--- src/sv/sas_pkg.sv ---
// ----------------------------------------------------------------------------
// sas_pkg
// Types, codes and constants shared by the select / anticollision sequencer.
// ----------------------------------------------------------------------------
package sas_pkg;

	localparam logic [7:0] NVB_SELECT     = 8'h70;
	localparam logic [7:0] SAK_CASCADE    = 8'h04;
	localparam logic [7:0] MAX_KNOWN_BITS = 8'd80;
	localparam logic [5:0] LEVEL_BITS     = 6'd32;
	localparam logic [7:0] TAG_CT         = 8'h88;
	localparam logic [7:0] SEL_CL1        = 8'h93;
	localparam logic [7:0] SEL_CL2        = 8'h95;
	localparam logic [7:0] SEL_CL3        = 8'h97;

	localparam logic [1:0] LEVEL_1 = 2'd1;
	localparam logic [1:0] LEVEL_2 = 2'd2;
	localparam logic [1:0] LEVEL_3 = 2'd3;

	localparam logic [1:0] CFG_KNOWN_BIT_COUNT  = 2'd0;
	localparam logic [1:0] CFG_KNOWN_UID_LENGTH = 2'd1;
	localparam logic [1:0] CFG_KNOWN_UID_LOW    = 2'd2;
	localparam logic [1:0] CFG_KNOWN_UID_HIGH   = 2'd3;

	typedef enum logic {
		OP_START  = 1'b0,
		OP_RESULT = 1'b1
	} op_t;

	typedef enum logic [1:0] {
		LINK_OK      = 2'd0,
		LINK_COLL    = 2'd1,
		LINK_TIMEOUT = 2'd2,
		LINK_ERROR   = 2'd3
	} link_t;

	typedef enum logic [1:0] {
		KIND_FRAME = 2'd0,
		KIND_DONE  = 2'd1,
		KIND_ERROR = 2'd2
	} kind_t;

	typedef enum logic [2:0] {
		OUT_OK       = 3'd0,
		OUT_BAD_ARG  = 3'd1,
		OUT_INTERNAL = 3'd2,
		OUT_BAD_SAK  = 3'd3,
		OUT_TIMEOUT  = 3'd4,
		OUT_LINK     = 3'd5
	} outcome_t;

	typedef logic [8:0][7:0] frame_t;
	typedef logic [9:0][7:0] uid_t;

	typedef struct packed {
		logic [7:0]  known_bits;
		logic [3:0]  known_len;
		logic [63:0] uid_low;
		logic [15:0] uid_high;
	} cfg_t;

	typedef struct packed {
		op_t             op;
		link_t           link;
		logic [5:0]      cbit;
		logic [6:0][7:0] reply;
		logic [2:0]      rcount;
		logic [2:0]      rlast;
	} item_t;

	typedef struct packed {
		logic [1:0] level;
		logic [5:0] lkb;
		logic       busy;
		frame_t     fs;
		uid_t       us;
	} state_t;

	typedef struct packed {
		kind_t           kind;
		logic [6:0][7:0] frame;
		logic [2:0]      count;
		logic [2:0]      last;
		logic            crc;
		outcome_t        outcome;
		uid_t            uid;
		logic [3:0]      uid_len;
		logic [7:0]      sak;
	} result_t;

endpackage

--- src/sv/iso14443a_select_anticollision_core.sv ---
// ----------------------------------------------------------------------------
// iso14443a_select_anticollision_core
// Reader-side ISO 14443A select / anticollision sequencer. Accepts one beat
// on the input channel every clock while in_stall is low; a start beat or
// an outcome beat while a selection runs yields one result beat through the
// input register, one step stage and the result register, an outcome beat
// while idle yields none. The step stage reads and rewrites the cascade
// level, bit count and byte stores. The result register lets the next beat
// enter while a result waits. Known UID registers are read live at start
// and at each new cascade level and should only be written between beats.
// No clearing pass is needed after reset.
// ----------------------------------------------------------------------------
module iso14443a_select_anticollision_core import sas_pkg::*; (
	input  logic        clk,
	input  logic        arst_n,

	input  logic        cfg_write,
	input  logic [1:0]  cfg_index,
	input  logic [63:0] cfg_data,

	input  logic        in_valid,
	output logic        in_stall,
	input  logic        opcode,
	input  logic [1:0]  link_status,
	input  logic [5:0]  collision_bit,
	input  logic [55:0] reply_bytes,
	input  logic [2:0]  reply_count,
	input  logic [2:0]  reply_last_bits,

	output logic        out_valid,
	input  logic        out_stall,
	output logic [1:0]  kind,
	output logic [55:0] frame_bytes,
	output logic [2:0]  frame_count,
	output logic [2:0]  frame_last_bits,
	output logic        append_crc,
	output logic [2:0]  outcome,
	output logic [63:0] uid_low,
	output logic [15:0] uid_high,
	output logic [3:0]  uid_length,
	output logic [7:0]  select_ack
);

	cfg_t       cfg_q;
	item_t      item_in;
	item_t      item_s1;
	logic       valid_s1;
	result_t    res_s2;
	logic       valid_s2;

	logic [1:0] level_q;
	logic [5:0] lkb_q;
	logic       busy_q;
	frame_t     fs_q;
	uid_t       us_q;

	state_t     st;
	state_t     nx;
	result_t    res;
	logic       has_result;
	logic       can_move;
	logic       advance;
	logic       accept;

	always_ff @(posedge clk or negedge arst_n) begin
		if (!arst_n) begin
			cfg_q <= '0;
		end else if (cfg_write) begin
			case (cfg_index)
				CFG_KNOWN_BIT_COUNT:  cfg_q.known_bits <= cfg_data[7:0];
				CFG_KNOWN_UID_LENGTH: cfg_q.known_len  <= cfg_data[3:0];
				CFG_KNOWN_UID_LOW:    cfg_q.uid_low    <= cfg_data;
				CFG_KNOWN_UID_HIGH:   cfg_q.uid_high   <= cfg_data[15:0];
				default:              cfg_q            <= cfg_q;
			endcase
		end
	end

	assign item_in = '{
		op:     op_t'(opcode),
		link:   link_t'(link_status),
		cbit:   collision_bit,
		reply:  reply_bytes,
		rcount: reply_count,
		rlast:  reply_last_bits
	};

	assign can_move = !valid_s2 || !out_stall;
	assign advance  = valid_s1 && can_move;
	assign in_stall = valid_s1 && !can_move;
	assign accept   = in_valid && !in_stall;

	always_ff @(posedge clk or negedge arst_n) begin
		if (!arst_n) begin
			valid_s1 <= 1'b0;
			valid_s2 <= 1'b0;
		end else begin
			if (accept) valid_s1 <= 1'b1;
			else if (advance) valid_s1 <= 1'b0;
			if (advance) valid_s2 <= has_result;
			else if (!out_stall) valid_s2 <= 1'b0;
		end
	end

	always_ff @(posedge clk) begin
		if (accept) item_s1 <= item_in;
		if (advance && has_result) res_s2 <= res;
	end

	// sequencer state
	always_ff @(posedge clk or negedge arst_n) begin
		if (!arst_n) begin
			level_q <= LEVEL_1;
			lkb_q   <= 6'd0;
			busy_q  <= 1'b0;
		end else if (advance) begin
			level_q <= nx.level;
			lkb_q   <= nx.lkb;
			busy_q  <= nx.busy;
		end
	end

	always_ff @(posedge clk) begin
		if (advance) begin
			fs_q <= nx.fs;
			us_q <= nx.us;
		end
	end

	assign st = '{level: level_q, lkb: lkb_q, busy: busy_q, fs: fs_q, us: us_q};

	sas_step u_step (
		.item       (item_s1),
		.st         (st),
		.cfg        (cfg_q),
		.nx         (nx),
		.res        (res),
		.has_result (has_result)
	);

	assign out_valid       = valid_s2;
	assign kind            = res_s2.kind;
	assign frame_bytes     = res_s2.frame;
	assign frame_count     = res_s2.count;
	assign frame_last_bits = res_s2.last;
	assign append_crc      = res_s2.crc;
	assign outcome         = res_s2.outcome;
	assign uid_low         = res_s2.uid[7:0];
	assign uid_high        = res_s2.uid[9:8];
	assign uid_length      = res_s2.uid_len;
	assign select_ack      = res_s2.sak;

endmodule

--- src/sv/sas_level.sv ---
// ----------------------------------------------------------------------------
// sas_level
// Cascade level setup: SEL code, optional cascade tag and known UID bytes.
// ----------------------------------------------------------------------------
module sas_level import sas_pkg::*; (
	input  logic [1:0] level,
	input  cfg_t       cfg,
	input  uid_t       uid,
	input  frame_t     fs_in,
	output frame_t     fs_out,
	output logic [5:0] lkb
);

	logic [7:0]      sel;
	logic            ct;
	logic [7:0]      known;
	logic [8:0]      known_ct;
	logic [5:0]      nb;
	logic [2:0]      maxb;
	logic [2:0]      nbc;
	logic [3:0][7:0] ub;

	always_comb begin
		case (level)
			LEVEL_2: begin
				sel   = SEL_CL2;
				ct    = (cfg.known_bits != 8'd0) && (cfg.known_len > 4'd7);
				known = (cfg.known_bits > 8'd24) ? cfg.known_bits - 8'd24 : 8'd0;
				for (int c = 0; c < 4; c++) ub[c] = uid[3 + c];
			end
			LEVEL_3: begin
				sel   = SEL_CL3;
				ct    = 1'b0;
				known = (cfg.known_bits > 8'd48) ? cfg.known_bits - 8'd48 : 8'd0;
				for (int c = 0; c < 4; c++) ub[c] = uid[6 + c];
			end
			default: begin
				sel   = SEL_CL1;
				ct    = (cfg.known_bits != 8'd0) && (cfg.known_len > 4'd4);
				known = cfg.known_bits;
				for (int c = 0; c < 4; c++) ub[c] = uid[c];
			end
		endcase

		known_ct = {1'b0, known} + (ct ? 9'd8 : 9'd0);
		lkb      = (known_ct >= 9'd32) ? LEVEL_BITS : known_ct[5:0];

		nb   = {1'b0, known[7:3]} + {5'd0, |known[2:0]};
		maxb = ct ? 3'd3 : 3'd4;
		nbc  = (nb > {3'd0, maxb}) ? maxb : nb[2:0];

		fs_out    = fs_in;
		fs_out[0] = sel;
		if (ct) begin
			fs_out[2] = TAG_CT;
			for (int k = 3; k <= 5; k++) begin
				if (3'(k - 3) < nbc) fs_out[k] = ub[k - 3];
			end
		end else begin
			for (int k = 2; k <= 5; k++) begin
				if (3'(k - 2) < nbc) fs_out[k] = ub[k - 2];
			end
		end
	end

endmodule

--- src/sv/sas_emit.sv ---
// ----------------------------------------------------------------------------
// sas_emit
// Builds the anticollision or SELECT frame from the frame store.
// ----------------------------------------------------------------------------
module sas_emit import sas_pkg::*; (
	input  frame_t          fs_in,
	input  logic [5:0]      lkb,
	output frame_t          fs_out,
	output logic [6:0][7:0] frame,
	output logic [2:0]      count,
	output logic [2:0]      last,
	output logic            crc
);

	logic [2:0] whole;

	always_comb begin
		fs_out = fs_in;
		whole  = 3'd2 + {1'b0, lkb[4:3]};
		if (lkb >= LEVEL_BITS) begin
			fs_out[1] = NVB_SELECT;
			fs_out[6] = fs_in[2] ^ fs_in[3] ^ fs_in[4] ^ fs_in[5];
			count     = 3'd7;
			last      = 3'd0;
			crc       = 1'b1;
		end else begin
			last      = lkb[2:0];
			fs_out[1] = {1'b0, whole, 1'b0, last};
			count     = whole + {2'b00, last != 3'd0};
			crc       = 1'b0;
		end
		for (int i = 0; i < 7; i++) begin
			frame[i] = (3'(i) < count) ? fs_out[i] : 8'd0;
		end
	end

endmodule

--- src/sv/sas_step.sv ---
// ----------------------------------------------------------------------------
// sas_step
// One sequencer step: reply merge, collision handling, UID capture, SAK
// decision and next-state / result selection.
// ----------------------------------------------------------------------------
module sas_step import sas_pkg::*; (
	input  item_t   item,
	input  state_t  st,
	input  cfg_t    cfg,
	output state_t  nx,
	output result_t res,
	output logic    has_result
);

	uid_t            us_cfg;
	uid_t            us_c;
	frame_t          fs_m;
	frame_t          fs_c;
	logic            full;
	logic [3:0]      at;
	logic [2:0]      align;
	logic [3:0]      room;
	logic [2:0]      n;
	logic [7:0]      mask;
	logic [5:0]      cm1;
	logic [3:0]      idx;
	logic [5:0]      lkb_c;
	logic            ct_s;
	logic [7:0]      sak;
	logic            is_start;
	logic            use_level;

	logic [1:0]      lvl_level;
	uid_t            lvl_uid;
	frame_t          lvl_fs_in;
	frame_t          lvl_fs;
	logic [5:0]      lvl_lkb;

	frame_t          em_fs_in;
	logic [5:0]      em_lkb;
	frame_t          em_fs;
	logic [6:0][7:0] em_frame;
	logic [2:0]      em_count;
	logic [2:0]      em_last;
	logic            em_crc;

	assign us_cfg   = {cfg.uid_high, cfg.uid_low};
	assign is_start = (item.op == OP_START);

	// reply merge at the current bit position
	always_comb begin
		logic [3:0] off;
		logic [7:0] b;
		full  = (st.lkb >= LEVEL_BITS);
		at    = full ? 4'd6 : 4'd2 + {2'b00, st.lkb[4:3]};
		align = full ? 3'd0 : st.lkb[2:0];
		room  = 4'd9 - at;
		n     = ({1'b0, item.rcount} < room) ? item.rcount : room[2:0];
		mask  = (8'd1 << align) - 8'd1;
		fs_m  = st.fs;
		for (int k = 2; k <= 8; k++) begin
			off = 4'(k) - at;
			b   = item.reply[off[2:0]];
			if ((4'(k) >= at) && (off < {1'b0, n})) begin
				if ((off == 4'd0) && (align != 3'd0)) b = (st.fs[k] & mask) | (b & ~mask);
				fs_m[k] = b;
			end
		end
	end

	// collision: set the chosen bit
	always_comb begin
		cm1   = item.cbit - 6'd1;
		idx   = 4'd2 + {1'b0, cm1[5:3]};
		lkb_c = (item.cbit > LEVEL_BITS) ? LEVEL_BITS : item.cbit;
		fs_c  = fs_m;
		for (int k = 2; k <= 8; k++) begin
			if (idx == 4'(k)) fs_c[k] = fs_m[k] | (8'd1 << cm1[2:0]);
		end
	end

	// UID capture after SELECT
	always_comb begin
		ct_s = (fs_m[2] == TAG_CT);
		sak  = fs_m[6];
		us_c = st.us;
		for (int i = 0; i < 4; i++) begin
			case (st.level)
				LEVEL_2: begin
					if (ct_s) begin
						if (i < 3) us_c[3 + i] = fs_m[3 + i];
					end else begin
						us_c[3 + i] = fs_m[2 + i];
					end
				end
				LEVEL_3: begin
					if (ct_s) begin
						if (i < 3) us_c[6 + i] = fs_m[3 + i];
					end else begin
						us_c[6 + i] = fs_m[2 + i];
					end
				end
				default: begin
					if (ct_s) begin
						if (i < 3) us_c[i] = fs_m[3 + i];
					end else begin
						us_c[i] = fs_m[2 + i];
					end
				end
			endcase
		end
	end

	assign lvl_level = is_start ? LEVEL_1 : st.level + 2'd1;
	assign lvl_uid   = is_start ? us_cfg : us_c;
	assign lvl_fs_in = is_start ? st.fs : fs_m;

	sas_level u_level (
		.level  (lvl_level),
		.cfg    (cfg),
		.uid    (lvl_uid),
		.fs_in  (lvl_fs_in),
		.fs_out (lvl_fs),
		.lkb    (lvl_lkb)
	);

	assign use_level = is_start || ((item.link == LINK_OK) && full);
	assign em_fs_in  = use_level ? lvl_fs :
	                   (item.link == LINK_COLL) ? fs_c : fs_m;
	assign em_lkb    = use_level ? lvl_lkb :
	                   (item.link == LINK_COLL) ? lkb_c : LEVEL_BITS;

	sas_emit u_emit (
		.fs_in  (em_fs_in),
		.lkb    (em_lkb),
		.fs_out (em_fs),
		.frame  (em_frame),
		.count  (em_count),
		.last   (em_last),
		.crc    (em_crc)
	);

	always_comb begin
		logic       emit;
		logic       fail;
		outcome_t   code;
		nx         = st;
		res        = '0;
		has_result = 1'b0;
		emit       = 1'b0;
		fail       = 1'b0;
		code       = OUT_OK;

		if (is_start) begin
			has_result = 1'b1;
			if (cfg.known_bits > MAX_KNOWN_BITS) begin
				fail = 1'b1;
				code = OUT_BAD_ARG;
			end else begin
				nx.us    = us_cfg;
				nx.level = LEVEL_1;
				nx.busy  = 1'b1;
				nx.lkb   = lvl_lkb;
				emit     = 1'b1;
			end
		end else if (st.busy) begin
			has_result = 1'b1;
			case (item.link)
				LINK_OK: begin
					nx.fs = fs_m;
					if (!full) begin
						nx.lkb = LEVEL_BITS;
						emit   = 1'b1;
					end else begin
						nx.us = us_c;
						if ((item.rcount != 3'd3) || (item.rlast != 3'd0)) begin
							fail = 1'b1;
							code = OUT_BAD_SAK;
						end else if ((sak & SAK_CASCADE) != 8'd0) begin
							if (st.level >= LEVEL_3) begin
								fail = 1'b1;
								code = OUT_INTERNAL;
							end else begin
								nx.level = st.level + 2'd1;
								nx.lkb   = lvl_lkb;
								emit     = 1'b1;
							end
						end else begin
							nx.busy     = 1'b0;
							res.kind    = KIND_DONE;
							res.uid     = us_c;
							res.uid_len = 4'({2'b00, st.level} * 4'd3 + 4'd1);
							res.sak     = sak;
						end
					end
				end
				LINK_COLL: begin
					nx.fs = fs_m;
					if (item.cbit <= st.lkb) begin
						fail = 1'b1;
						code = OUT_INTERNAL;
					end else begin
						nx.lkb = lkb_c;
						emit   = 1'b1;
					end
				end
				LINK_TIMEOUT: begin
					fail = 1'b1;
					code = OUT_TIMEOUT;
				end
				default: begin
					fail = 1'b1;
					code = OUT_LINK;
				end
			endcase
		end

		if (emit) begin
			nx.fs     = em_fs;
			res.kind  = KIND_FRAME;
			res.frame = em_frame;
			res.count = em_count;
			res.last  = em_last;
			res.crc   = em_crc;
		end
		if (fail) begin
			nx.busy     = 1'b0;
			res.kind    = KIND_ERROR;
			res.outcome = code;
		end
	end

endmodule

--- config.mk ---
export PLATFORM = sky130hd
export DESIGN_NAME = iso14443a_select_anticollision_core
export DESIGN_NICKNAME = d
export VERILOG_FILES = /design/src/sv/sas_pkg.sv /design/src/sv/iso14443a_select_anticollision_core.sv /design/src/sv/sas_level.sv /design/src/sv/sas_emit.sv /design/src/sv/sas_step.sv
export SDC_FILE = /design/constraint.sdc
export NUM_CORES = 1
export LEC_CHECK = 0
export BUFFER_PORTS_ARGS = -buffer_cell sky130_fd_sc_hd__clkbuf_2
export CAP_MARGIN = 20
export CORE_ASPECT_RATIO = 1.5
export CORE_MARGIN = 2
export CORE_UTILIZATION = 40
export CTS_BUF_LIST = sky130_fd_sc_hd__clkbuf_4 sky130_fd_sc_hd__clkbuf_8
export DETAILED_ROUTE_END_ITERATION = 7
export PLACE_DENSITY = 0.57
export SETUP_SLACK_MARGIN = 0.02
export SLEW_MARGIN = 20
export SYNTH_ARGS = -nofsm -noshare
export SYNTH_HDL_FRONTEND = slang
export SYNTH_HIERARCHICAL = 1
export SYNTH_SLANG_ARGS = --single-unit
--- constraint.sdc ---
create_clock -name clk -period 13.25 [get_ports clk]
set_input_delay 1.9875 -clock clk [delete_from_list [all_inputs] [get_ports clk]]
set_output_delay 1.9875 -clock clk [all_outputs]
set_load 0.005 [all_outputs]
# Yosys cells after proc, flatten, opt, wreduce, memory -nomap -nowiden

Index checks and enable logic that the tools add are counted.

Flip-flop bits (word level): 486
Memories: 0
Output and inout bits: 162
Bits in writable memories: 0
Bits in read-only memories: 0
Bits in latches: 0
Logic and storage cells: 430

Shift-type cells: 2
Div/mod/pow operators: 0
Multiply operators: 1
Muxes and demuxes: 156
Order comparisons: 45
Reductions and logical operators: 70
Add/subtract/negate cells: 20
Eq/ne operators: 33
Bitwise logic cells: 37

Operator list:

| operator                                                          | number |
|---|---|
| two-way mux 8 bit                                                 | 65 |
| two-way mux 72 bit                                                | 6 |
| two-way mux 80 bit                                                | 5 |
| binary-select mux 8 bit (select 3 bit)                            | 7 |
| two-way mux 161 bit                                               | 1 |
| bitwise AND 8 bit                                                 | 14 |
| OR 8 bit                                                          | 14 |
| two-way mux 65 bit                                                | 1 |
| case mux 32 bit (2 select lines)                                  | 1 |
| two-way mux 6 bit                                                 | 6 |
| two-way mux 32 bit                                                | 1 |
| two-way mux 3 bit                                                 | 10 |
| two-way mux 1 bit                                                 | 29 |
| logical NOT 4 bit                                                 | 7 |
| less-than comparator 3 x 4 -> 1 bit (second input constant)       | 7 |
| less-than comparator 4 x 3 -> 1 bit                               | 7 |
| two-way mux 9 bit                                                 | 3 |
| AND reduction 2 bit                                               | 13 |
| bitwise XOR 8 bit                                                 | 3 |
| two-way mux 2 bit                                                 | 11 |
| logical AND 1 bit                                                 | 21 |
| == test 4 x 3 -> 1 bit (second input constant)                    | 4 |
| greater-or-equal comparator 3 x 4 -> 1 bit (first input constant) | 4 |
| case mux 8 bit (2 select lines)                                   | 1 |
| 65 further kinds                                                  | 123 |

# Longest topological paths before layout

Gate-level depths: netlist (run 1).

Depth after elaboration: 25
Gate-level depth with buffers: 34
Depth with buffers taken out: 30

# By module

The synthesis (run 1) kept the hierarchy.

By module, submodules not included:

| module                              | times used | cells an instance | sequential area each (µm²) | area an instance (µm²) |
|---|---|---|---|---|
| iso14443a_select_anticollision_core | 1          | 609               | 14079.8                    | 15675.0 |
| sas_step                            | 1          | 2161              | 0.0                        | 13389.1 |
| sas_level                           | 1          | 365               | 0.0                        | 2406.1 |
| sas_emit                            | 1          | 197               | 0.0                        | 1302.5 |

# Worst setup path before layout (run 1)

OpenSTA, ideal clock, no wires.

Path type: input -> register
From: input out_stall
To: register res_s2, in the netlist append_crc, enable pin
Library setup time: 0.734 ns
Required time: 12.516 ns
Setup slack: 2.820 ns
Buffers on the path: 0
Stages: 1
Arrival time: 9.696 ns
Cell sequence: a21oi_1

Word-level cells in the longest chain between the ends: 4

Ends and longest elaborated chain:

| what                   | line                                       | RTL |
|---|---|---|
| start: declaration     | iso14443a_select_anticollision_core.sv:31  | `input logic out_stall,` |
| logical NOT 1 bit      | -                                          |  |
| logical OR 1 bit       | iso14443a_select_anticollision_core.sv:88  | `assign can_move = !valid_s2 \|\| !out_stall;` |
| logical AND 1 bit      | iso14443a_select_anticollision_core.sv:89  | `assign advance = valid_s1 && can_move;` |
| logical AND 1 bit      | iso14443a_select_anticollision_core.sv:107 | `if (advance && has_result) res_s2 <= res;` |
| end signal: assignment | iso14443a_select_anticollision_core.sv:107 |  |
| end: declaration       | iso14443a_select_anticollision_core.sv:48  | `result_t res_s2;` |

No other way between the ends.
A chain may end at the register's enable or synchronous reset.

==> metrics.md, run 1 <==
| Metric | Value |
|---|---|
| Max stage delay cell, worst path | `a31oi_1` |
| IO Port Bufs | `303` |
| Area of the multi-input gates | `0.0150 mm2` |
| Die Wd | `228 um` |
| CP Capture Point | `fs_q[51]$_DFFE_PP_` |
| Drt initial violations | `roughly 2,900` |
| Final hold violations | `0` |
| Hold WC Path Type | `reg -> reg` |
| Final nets | `about 3,400` |
| Starting density of the core | `40.2%` |
| Most frequent cells in the layout | `359 x edfxtp_1, 347 x nand2_1, 302 x clkbuf_2` |
| Pre-CTS setup slack | `roughly 4.8 ns` |
| Clock insertion delay at the later pin of the skew report | `approximately 0.75 ns` |
| Vias per cell | `6.13` |
| Pwr Total | `a little over 9 mW` |
| Full die area | `0.0773 mm2` |
| Top Ports | `304` |
| Clock slew at the register clock pins of the worst setup and hold paths | `roughly 0.07 ns` |
| Fillers | `7,084` |
| TritonCTS sink count | `462` |
| Post-Syn Area | `between 0.03 and 0.04 mm2` |
| Critical Path Source | `lkb_q[5]$_DFFE_PN0P_` |
| Reg2reg start | `lkb_q[5]$_DFFE_PN0P_` |
| Peak VDD IR | `about 0.15 mV` |
| Startpoint Class | `register` |
| HPWL Detailed | `95,600 um` |
| Detailed Route WL | `131,000 um` |
| Clock Tree Root | `clkbuf_8` |
| Total CTS buffers | `81` |
| Slew Limit Fails | `0` |
| R2R setup slack | `around 4.5 ns` |
| Hold-fix buffers, CTS | `0` |
| Placement row count | `123` |
| P_leak | `14.1 nW` |
| Fraction of layout cells with a size suffix above 1 | `26.2%` |
| Fmax | `0.114 GHz` |
| Max-capacitance violation count | `0` |
| Slew HR | `between 20 and 25%` |
| Worst setup EP type | `register` |
| Drc violations | `0` |
| Routed via count | `26,000` |
| Most common cell after layout, fill and taps aside | `edfxtp_1` |
| FF-to-FF End | `fs_q[51]$_DFFE_PP_` |
| H-tree depth | `3` |
| Arr. time, crit path | `9.27 ns` |
| Worst-case clock buffer depth | `3` |
| PwrDens | `approximately 270 mW/mm2` |
| Largest net degree at the start of global routing | `138` |
| Crit Path Max Fanout | `34` |
| WS Path Type | `reg -> reg` |
| Total GRT Usage | `33.6%` |
| Vias in the first global route | `approximately 26,000` |
| GP Congestion | `~0.98` |
| Yosys warning total | `6` |
| Tmin final | `8.78 ns` |
| Wire length per cell | `31.0 um` |
| RSZ-0062 raised after global routing | `no` |
| CTS tree | `built` |
| First-pass DRT Iterations | `6` |
| Worst setup margin | `4.47 ns` |
| Worst endpoint required time | `between 10 and 15 ns` |
| Fin area | `0.0341 mm2` |
| Reg area | `0.0134 mm2` |
| Core footprint | `about 0.075 mm2` |
| Setup Fix Bufs, Post-CTS | `0` |
| R2R depth | `26` |
| Routed Antenna Nets | `0` |
| Syn_area_per_cell | `10.1 um2` |
| Antenna violations before repair | `7` |
| Setup TNS | `0 ns` |
| Die Ht | `339 um` |
| Placed cell area | `0.0322 mm2` |
| GR Overflow Total | `0` |
| Slew at the pin closest to its max-slew limit | `1.19 ns` |
| Post_cts resized | `0` |
| First-pass GRT wire length | `~190,000 um` |
| Final setup fails | `0` |
| Synthesis-to-finish area growth | `13.7%` |
| CP max stage delay | `between 0.7 and 0.8 ns` |
| Cells on Worst Hold Path | `1` |
| Status | `complete, no violations` |
| Clock skew | `0.0512 ns` |
| Fin crit share | `66.3%` |
| Post-Syn Instances | `2,963` |
[area by class of cell]
type | count | area share [%]
multi-input cells | 2129 | 44.0
flip-flops and latches | 462 | 39.1
repair buffers | 402 | 6.69
clock buffers | 106 | 4.04
well taps | 1000 | 3.67
clock inverters | 45 | 1.49
inverters | 90 | 0.990
diodes | 2 | 0.0147
[through the flow]
stage,hold WS [ns],cells,util [%]
global placement,0.481,4082,43.2
floorplan,0.473,2968,-
detailed placement,0.492,4082,43.2
global route,0.531,4235,45.7
finish,0.504,4236,45.7
CTS,0.507,4233,45.7
[sequential cells by signal (all words and copies together), names as in the netlist, 3 cells and up]
register and flops:
cfg_q 92, st 80, item_s1 71, uid_low 64, frame_bytes 56, fs_q 48
uid_high 16, select_ack 8, lkb_q 6, uid_length 4, frame_count 3, frame_last_bits 3
outcome 3
[layer usage]
metal	track usage (%)	share of wire, %	vias up
met3	6.12	7.2	479
met4	32.4	11	2
met2	54.9	48	1482
met1	36.1	34	12700
li1	-	-	11300
met5	0	0.0099	-
[power by group]
group          total [mW]  switching, mW  internal (mW)
combinational        5.39           3.55           1.84
clock                1.57          0.680          0.885
sequential           2.28          0.283           2.00
total                9.24           4.51           4.72
[worst min-delay path by stage]
stage	slack [ns]	end	from
after floorplan	0.47	cfg_q[82]$_DFFE_PN0P_	cfg_q[82]$_DFFE_PN0P_
after global placement	0.48	cfg_q[82]$_DFFE_PN0P_	cfg_q[82]$_DFFE_PN0P_
after detailed placement	0.49	cfg_q[81]$_DFFE_PN0P_	cfg_q[81]$_DFFE_PN0P_
after CTS	0.51	cfg_q[81]$_DFFE_PN0P_	cfg_q[81]$_DFFE_PN0P_
after global routing	0.53	cfg_q[81]$_DFFE_PN0P_	cfg_q[81]$_DFFE_PN0P_
final	0.50	cfg_q[81]$_DFFE_PN0P_	cfg_q[81]$_DFFE_PN0P_
[critical path, delay by kind of cell, from the launching register on]
kind | cells | cell delay, ns
AOI/OAI and AO/OA | 10 | 3.49
xor gates and xnor gates | 2 | 0.62
adders and majority gates | 1 | 0.33
buffers and inverters | 3 | 0.93
DFF | 1 | 0.35
muxes | 3 | 1.21
and+or+nand+nor | 7 | 1.54
Power figures use the tool's default switching activity.
==> run 2, diff against run 1 <==
- PLACE_DENSITY: 0.57 -> 0.6
- clock period: 13.25 -> 7.1 ns (I/O delays scaled with it)
==> run 2 against run 1 <==
Clock-buffer cell count decreased by 6; clock skew decreased by 0.015 ns; cell count rose by 3.8%; global-route usage is essentially flat; total power rose by 96%; design area grew 3.2%; non-clock buffer count increased by 168; first-iteration DRC count down 5.4%; register-to-register slack got worse by 4.3 ns; critical path type unchanged; largest power group unchanged.
==> metrics.md, run 2 (synthesis gave the netlist of run 1 again) <==
| Metric | Value |
|---|---|
| Core footprint | `0.0746 mm2 (unchanged)` |
| Routed via count | `26,500 (+1.9%)` |
| Total CTS buffers | `77 (-4.9%)` |
| Hold-fix buffers, CTS | `0 (unchanged)` |
| Pre-CTS setup slack | `0.0620 ns (-4.69 ns)` |
| Vias per cell | `6.02 (-1.9%)` |
| Critical path's top delay family | `compound AO/OA/AOI/OAI gates` |
| Routed Antenna Nets | `0 (unchanged)` |
| CP max stage delay | `0.57 ns (-0.14 ns)` |
| GRT met1 Usage | `37.2% (+1.1 points)` |
| Largest net degree at the start of global routing | `138 (unchanged)` |
| Worst endpoint required time | `7.57 ns (-6.17 ns)` |
| Largest register FFs | `92 (unchanged)` |
| Met3 Track Usage GR | `6.15% (+0.035 points)` |
| Status | `complete, no violations` |
| Clock skew | `0.0359 ns (-0.0153 ns)` |
| Startpoint Class | `register` |
| PwrDens | `514 mW/mm2 (+90%)` |
| IO Port Bufs | `303 (unchanged)` |
| GRT busiest layer | `met2` |
| Worst-case clock buffer depth | `3 (unchanged)` |
| Grt met2 use | `55.4% (+0.46 points)` |
| Full die area | `0.0773 mm2 (unchanged)` |
| Worst setup margin | `0.173 ns (-4.30 ns)` |
| First-pass GRT wire length | `184,000 um (-0.93%)` |
| Die Ht | `339 um (unchanged)` |
| CTS tree | `built` |
| Arr. time, crit path | `7.39 ns (-1.88 ns)` |
| Clock Tree Root | `clkbuf_8` |
| P_leak | `14.8 nW (+5.2%)` |
| Worst hold margin | `0.505 ns (+0.000675 ns)` |
| Synthesis-to-finish area growth | `17.4%` |
| Die Wd | `228 um (unchanged)` |
| Top reg by flops | `cfg_q` |
| Detailed Route WL | `131,000 um (-0.44%)` |
| WS Path Type | `reg -> reg` |
| Placement row count | `123 (unchanged)` |
| Drt initial violations | `2,719 (-5.4%)` |
| Final setup fails | `0 (unchanged)` |
| Fmax | `0.144 GHz (+27%)` |
| Buf+Inv Stages, Crit Path | `5 (+2)` |
| Final hold violations | `0 (unchanged)` |
| Most frequent cells in the layout | `359 x edfxtp_1, 345 x nand2_1, 302 x clkbuf_2` |
| Fraction of layout cells with a size suffix above 1 | `29.7% (+3.5 points)` |
| Most common cell after layout, fill and taps aside | `edfxtp_1` |
| GP Congestion | `1.02 (+3.6%)` |
| Worst setup EP type | `register` |
| Wire length per cell | `29.7 um (-4.1%)` |
| Clock slew at the register clock pins of the worst setup and hold paths | `0.07 ns (about the same)` |
| Hold WC Path Type | `reg -> reg` |
| Slew at the pin closest to its max-slew limit | `1.16 ns (-0.0296 ns)` |
| Starting density of the core | `40.2% (unchanged)` |
| H-tree depth | `3 (unchanged)` |
| Crit Path Max Fanout | `17 (-50%)` |
| GR Overflow Total | `0 (unchanged)` |
| Max stage delay cell, worst path | `or4b_1` |
| Max-capacitance violation count | `0 (unchanged)` |
| Total GRT Usage | `33.6% (about the same)` |
| RSZ-0062 raised after global routing | `yes` |
| Peak VDD IR | `0.293 mV (+97%)` |
| Vias in the first global route | `25,600 (-1.5%)` |
| HPWL Detailed | `95,300 um (-0.26%)` |
| Top Ports | `304 (unchanged)` |
| Fin crit share | `97.6% (+31 points)` |
| TritonCTS sink count | `462 (unchanged)` |
| Slew HR | `22.4% (+2.0 points)` |
| Drc violations | `0 (unchanged)` |
| Clock insertion delay at the later pin of the skew report | `0.73 ns (-0.02 ns)` |
| Slew Limit Fails | `0 (unchanged)` |
| Final nets | `3,523 (+4.9%)` |
| Antenna violations before repair | `8 (+1)` |
| Tmin final | `6.93 ns (-1.85 ns)` |
| First-pass DRT Iterations | `7 (+1)` |
## run 2: timing repair
item	CTS	global route
pin swaps	0	6
gates resized for setup	1	19
setup endpoints to repair	1	33
buffers inserted	0	2
## run 2: cell type report
cell class	count	area [um2]
well taps	1000	1250
flip-flops and latches	462	13400
inverters	90	338
multi-input cells	2129	15000
repair buffers	570	3590
fillers	7188	39400
diodes	6	15.0
clock inverters	41	367
clock buffers	100	1260
## run 2: metrics by stage
stage	total power [mW]	area (um2)	utilization (%)	std cells	TNS (ns)
floorplan	10.3	30000	-	2968	0
global placement	15.0	33500	44.8	4249	0
detailed placement	15.0	33500	44.8	4249	0
CTS	17.7	35100	47.0	4390	0
global route	18.8	35200	47.2	4394	-0.0175
finish	18.1	35200	47.2	4398	0
## run 2: worst paths after layout
check | cells after the start | end | slack [ns] | from
hold reg to reg | 1 | cfg_q[80]$_DFFE_PN0P_ | 0.50 | cfg_q[80]$_DFFE_PN0P_
hold / removal | 1 | cfg_q[80]$_DFFE_PN0P_ | 0.50 | cfg_q[80]$_DFFE_PN0P_
min in group asynchronous | 1 | cfg_q[81]$_DFFE_PN0P_ | 0.53 | arst_n
setup / recovery | 28 | fs_q[48]$_DFFE_PP_ | 0.17 | lkb_q[5]$_DFFE_PN0P_
max in group asynchronous | 2 | cfg_q[32]$_DFFE_PN0P_ | 5.35 | arst_n
setup reg to reg | 28 | fs_q[48]$_DFFE_PP_ | 0.17 | lkb_q[5]$_DFFE_PN0P_
## run 2: metal layers
| metal | up-vias | wire length (um) |
|---|---|---|
| met5 | - | 25 |
| met4 | 4 | 13000 |
| met3 | 456 | 9340 |
| met2 | 1490 | 63000 |
| met1 | 12900 | 45200 |
| li1 | 11600 | - |
## run 2: power breakdown
part	internal [mW]	switching [mW]	total, mW	leakage, nW
logic	4.18	7.03	11.2	9.22
registers	3.74	0.564	4.30	4.72
clock network	1.39	1.21	2.60	0.858
